==> src/rtl/core/strided_tensor_offset_generator_defines.svh <==
`ifndef STRIDED_TENSOR_OFFSET_GENERATOR_DEFINES_SVH
`define STRIDED_TENSOR_OFFSET_GENERATOR_DEFINES_SVH

`ifndef SYNTHESIS
`define STOG_ASSERT(lbl, clk, rst_n, prop) \
  lbl: assert property (@(posedge clk) disable iff (!rst_n) prop) \
    else $error("stog assertion failed");
`define STOG_ASSERT_NR(lbl, clk, prop) \
  lbl: assert property (@(posedge clk) prop) \
    else $error("stog assertion failed");
`else
`define STOG_ASSERT(lbl, clk, rst_n, prop)
`define STOG_ASSERT_NR(lbl, clk, prop)
`endif

`endif

==> src/rtl/core/stog_pkg.sv <==
package stog_pkg;

  localparam int DIM_COUNT      = 4;
  localparam int INDEX_W        = 32;
  localparam int SIZE_W         = 16;
  localparam int STRIDE_W       = 32;
  localparam int OFFSET_W       = 64;
  localparam int PROD_W         = SIZE_W + STRIDE_W;
  localparam int SUM_W          = PROD_W + 1;
  localparam int CFG_IDX_W      = 3;
  localparam int CFG_DATA_W     = 32;
  localparam int BITS_PER_STAGE = 4;
  localparam int DIV_STAGES     = INDEX_W / BITS_PER_STAGE;

  typedef enum logic [CFG_IDX_W-1:0] {
    CFG_DIM_SIZE_0,
    CFG_DIM_SIZE_1,
    CFG_DIM_SIZE_2,
    CFG_DIM_SIZE_3,
    CFG_STRIDE_0,
    CFG_STRIDE_1,
    CFG_STRIDE_2,
    CFG_STRIDE_3
  } cfg_reg_t;

  // one request in flight through the divide chain
  typedef struct packed {
    logic                                valid;
    logic [INDEX_W-1:0]                  rest;
    logic [DIM_COUNT-1:0][SIZE_W-1:0]    coord;
  } div_item_t;

endpackage

==> src/rtl/core/stog_div.sv <==
`include "strided_tensor_offset_generator_defines.svh"

module stog_div
  import stog_pkg::*;
#(
  parameter int DIM = 3
) (
  input  logic              clk,
  input  logic              rst_n,
  input  logic              en,
  input  logic [SIZE_W-1:0] divisor,
  input  div_item_t         item_in,
  output div_item_t         item_out
);

  localparam int LAST = DIV_STAGES - 1;

  div_item_t         item_r [DIV_STAGES];
  logic [SIZE_W-1:0] rem_r  [DIV_STAGES];

  // restoring division, BITS_PER_STAGE quotient bits per stage;
  // rest doubles as dividend shift-out and quotient shift-in
  for (genvar s = 0; s < DIV_STAGES; s++) begin : g_stage
    div_item_t         item_prev;
    logic [SIZE_W-1:0] rem_prev;
    div_item_t         item_nxt;
    logic [SIZE_W-1:0] rem_nxt;

    if (s == 0) begin : g_first
      assign item_prev = item_in;
      assign rem_prev  = '0;
    end else begin : g_chain
      assign item_prev = item_r[s-1];
      assign rem_prev  = rem_r[s-1];
    end

    always_comb begin
      logic [SIZE_W:0]    part;
      logic [INDEX_W-1:0] sh;
      part = {1'b0, rem_prev};
      sh   = item_prev.rest;
      for (int k = 0; k < BITS_PER_STAGE; k++) begin
        part = {part[SIZE_W-1:0], sh[INDEX_W-1]};
        sh   = {sh[INDEX_W-2:0], 1'b0};
        if (part >= {1'b0, divisor}) begin
          part  = part - {1'b0, divisor};
          sh[0] = 1'b1;
        end
      end
      item_nxt      = item_prev;
      item_nxt.rest = sh;
      rem_nxt       = part[SIZE_W-1:0];
    end

    always_ff @(posedge clk) begin
      if (!rst_n) begin
        item_r[s].valid <= 1'b0;
      end else if (en) begin
        item_r[s] <= item_nxt;
        rem_r[s]  <= rem_nxt;
      end
    end
  end

  always_comb begin
    item_out            = item_r[LAST];
    item_out.coord[DIM] = rem_r[LAST];
  end

  `STOG_ASSERT(a_rem_below_divisor, clk, rst_n, item_r[LAST].valid |-> rem_r[LAST] < divisor)

endmodule

==> config.mk <==
export PLATFORM = sky130hd
export DESIGN_NAME = stog_div
export DESIGN_NICKNAME = d
export VERILOG_FILES = /design/src/rtl/core/stog_pkg.sv /design/src/rtl/core/stog_div.sv
export VERILOG_INCLUDE_DIRS = /design/src /design/src/rtl/core
export SDC_FILE = /design/constraint.sdc
export NUM_CORES = 2
export LEC_CHECK = 0
export BUFFER_PORTS_ARGS = -buffer_cell sky130_fd_sc_hd__buf_2
export CORE_MARGIN = 4
export CORE_UTILIZATION = 35
export DETAILED_ROUTE_END_ITERATION = 8
export PLACE_DENSITY = 0.63
export REMOVE_ABC_BUFFERS = 1
export SLEW_MARGIN = 15
export SYNTH_ARGS = -nofsm -noshare
export SYNTH_HDL_FRONTEND = slang
export SYNTH_SLANG_ARGS = --single-unit
export TNS_END_PERCENT = 5
==> constraint.sdc <==
create_clock -name clk -period 17.6 [get_ports clk]
set_clock_uncertainty 0.2 [all_clocks]
set_input_delay 0 -clock clk [delete_from_list [all_inputs] [get_ports clk]]
set_output_delay 0 -clock clk [all_outputs]
set_load 0.02 [all_outputs]
# After elaboration in Yosys (flattened, before gate mapping)
# Memories as Yosys holds them, arrays and structs flattened.
# Index checks and enable logic that the tools add are counted.
dict set report word_totals {
  reg_bits 0
  ram_bits 904
  input_bits 116
  output_inout_bits 97
  wordCells 150
  mem_count 2
}
dict set report classes {
  addsub 32
  order_cmp 32
  muxes 76
  n_bitwise 8
}
# memory depth width rd rd_clocked_by_memory_dff wr line
set mem_list {}
lappend mem_list {item_r 8 97 8 0 8 stog_div.sv:18} ;# div_item_t item_r [DIV_STAGES];
lappend mem_list {rem_r 8 16 8 0 8 stog_div.sv:19} ;# logic [SIZE_W-1:0] rem_r [DIV_STAGES];
# cell count
set op_table {}
lappend op_table {{>= comparator 17 x 16 -> 1 bit} 31}
lappend op_table {{two-way mux 16 bit} 32}
lappend op_table {{subtractor 16 bit} 31}
lappend op_table {{two-way mux 1 bit} 44}
lappend op_table {{>= comparator 1 x 16 -> 1 bit} 1}
lappend op_table {{subtractor 1 x 16 -> 16 bit} 1}
lappend op_table {{bitwise OR 1 bit} 8}

# Logic depth before layout (Yosys ltp)
# An unclocked memory read counts as a cell.
dict set report depth {
  word_depth 9
  mapped_depth 54
  ltp_nobuf 46
}

# Worst setup path before layout
# OpenSTA, ideal clock, no wires.
dict set report synth_timing {
  kind {input -> register}
  from {in en}
  to {mem item_r[0][0] (netlist bit) (enable)}
  setup_time_ps 1233
  arrival_time_ps 17446
  required_time_ps 16167
  path_slack_ps -1279
  stages 2
  n_path_buf 1
  cell_sequence {clkbuf_1 and2_1}
}
# element line
set synth_lines {}
lappend synth_lines {{from (decl)} stog_div.sv:10} ;# input logic en,
lappend synth_lines {{to (decl)} stog_div.sv:18}

==> out/metrics.cfg <==
[drt]
dr.pass1.iters = 5
drc = 0
first_iter_violations = 2411
via_per_inst = 5.304
antenna_left = 0
drt_wl_total_mm = 124.9
via_count = 37320
wl_per_cell_um = 17.76

[yosys]
synth_top_area_frac = 0.4536
avgSynthCellArea_um2 = 11.13
synth_edf_count = 775
netlist_top_cells_count = 775 x edfxtp_1, 498 x ha_1, 326 x a21oi_1
synth_area_mm2 = 0.05131
yosys_warnings = 0
postSynthCellCount = 4610
ys_top_cells_by_area = edfxtp_1 45%, ha_1 12%, mux2_2 5.4%
synth_seq_cells = 776
synth.distinct_cells = 101
yosys.area.top_type = edfxtp_1
yosysSeqAreaShare = 0.4539
synth_ff_type = edfxtp_1
synth.most_common_cell = edfxtp_1
synthArstFlopShare = 0

[floorplan]
die-area_mm2 = 0.1528
row_count = 140
core_area_mm2 = 0.1457
die-width_um = 390.9
initial_utilization = 0.3521
io_pins = 213
die_y_um = 390.9

[placement]
gp_congestion = 0.8900
post-dp-hpwl_mm = 89.30
port_buffers = 196

[cts]
cts_tree = done
cts_root_buf = clkbuf_16
postCtsSetupRepairBufs = 0
cts-htree-levels = 3
cts_buffers = 87
cts_hold_buf = 170
cts_sinks = 776
clockBufferDepth = 3
path_clk_slew_ns = 0.05
clk-insertion-delay-late_ns = 0.70
cts-resized-gates = 0

[sta]
fin_crit_sh = 0.7358
min_period_ns = 12.95
max_freq_mhz = 77.22
finalHoldViolations = 0
rsz0062_at_grt = no
relSlewSlack = 0.2340
slew_violations = 0
tightest_slew_ns = 1.127
setup_viol_count_final = 0

[setup_path]
critPathMaxFanout = 18
endpoint_kind = flop
max_stage_delay_ns = 0.72
crit_arrival_ns = 13.18
slowest_stage = o31a_1
startpoint_type = input pin
crit_type = input pin to flop
cp.required_ns = 17.83
crit_top_cell = o21ai_0

[final_layout]
fin_nets = 5694
fillers = 13810
diodes = 0
drive_gt1_frac = 0.1434
utilization = 0.4082
synthToLayoutAreaGrowth_pct = 15.96

[global_route]
grt_overflow = 0
antenna_found_initial = 0
grt_pass1_vias = 36290
grt_pass1_wl_mm = 195.7
grt_start_max_net_pins = 183
globalRouteTotalUtil = 0.1595

[flow_run]
maxCapViolCount = 0

[status]
status = finished, final reports clean

[min_path]
hp-class = input pin to flop

## cell type report
class | count | area (um2) | share of cell area
tap | 1917 | 2399 | 0.04031
inverter | 250 | 939.7 | 0.01579
multi-input combinational | 3519 | 26780 | 0.4501
clock buffer | 102 | 2285 | 0.03840
sequential | 776 | 23290 | 0.3915
clock inverter | 56 | 711.9 | 0.01197
timing repair buffer | 415 | 3088 | 0.05190
## cell usage in the layout, fill, tap and decap left out, types with 77 or more instances in the layout
master         instances
nor2_1               292
a21oi_1              326
mux2_2               245
nand2_1              291
clkbuf_16             88
nor3_1                93
buf_2                196
ha_1                 498
xnor2_1              220
inv_1                226
xor2_1               111
a21o_1               126
nand4_1               82
o21ai_0              269
nor2b_1               77
dlygate4sd3_1        170
edfxtp_1             775
## per-stage QoR
stage | area [um2] | setup slack, ns | setup TNS, ns | cells | hold WS (ns)
2_1_floorplan | 51010 | -1.030 | -791.32 | 4545 | -0.1011
3_3_place_gp | 54800 | 4.173 | 0 | 6707 | -0.02328
3_5_place_dp | 54800 | 4.161 | 0 | 6707 | -0.02191
4_1_cts | 59500 | 4.805 | 0 | 7035 | 0.03545
5_1_grt | 59500 | 3.538 | 0 | 7035 | 0.09544
6_report | 59500 | 4.649 | 0 | 7035 | 0.1142
## metal layers
metal,track usage,wire [um],part of all wire,vias to the layer above
met5,0,0,0,-
met4,0.05834,4150,0.033,0
met2,0.2670,58600,0.47,838
met1,0.2091,56160,0.45,17780
li1,-,-,-,18460
met3,0.02454,6022,0.048,236
## critical path, delay by kind of cell
kind,cells,cell delay [ns]
buffers and inverters,9,2.79
and+or+nand+nor,10,2.04
adders and majority gates,4,1.17
AOI/OAI and AO/OA,24,6.68
muxes,1,0.45
## state kept, by name, indices dropped and copies added (netlist names)
name,count
rem_r,128
item_r,648
## worst paths after layout
check / from / end / slack, ns / cells after the start
worst max-delay path: divisor[0] / rem_r[1][39]$_DFFE_PP_ / 4.65 / 48
worst min-delay path: divisor[7] / rem_r[0][23]$_DFFE_PP_ / 0.11 / 5
worst min register to register: item_r[1][117]$_DFFE_PP_ / item_r[1][214]$_DFFE_PP_ / 0.21 / 0
worst max register to register: rem_r[1][23]$_DFFE_PP_ / rem_r[1][39]$_DFFE_PP_ / 5.01 / 44
## cell families (layout without fill, tap and decap cells)
logic type,count (synthesis),after routing,synth area share
mux,302,302,0.06596
fa+ha+maj,529,529,0.1335
simple gates,1138,1138,0.1087
buf+inv,315,823,0.02424
compound gates,1219,1219,0.1571
xor+xnor,331,331,0.05650
flops,776,776,0.4539
Power is not shown: default switching activity piles up to over one toggle a cycle in this logic, so the estimate is an artifact.
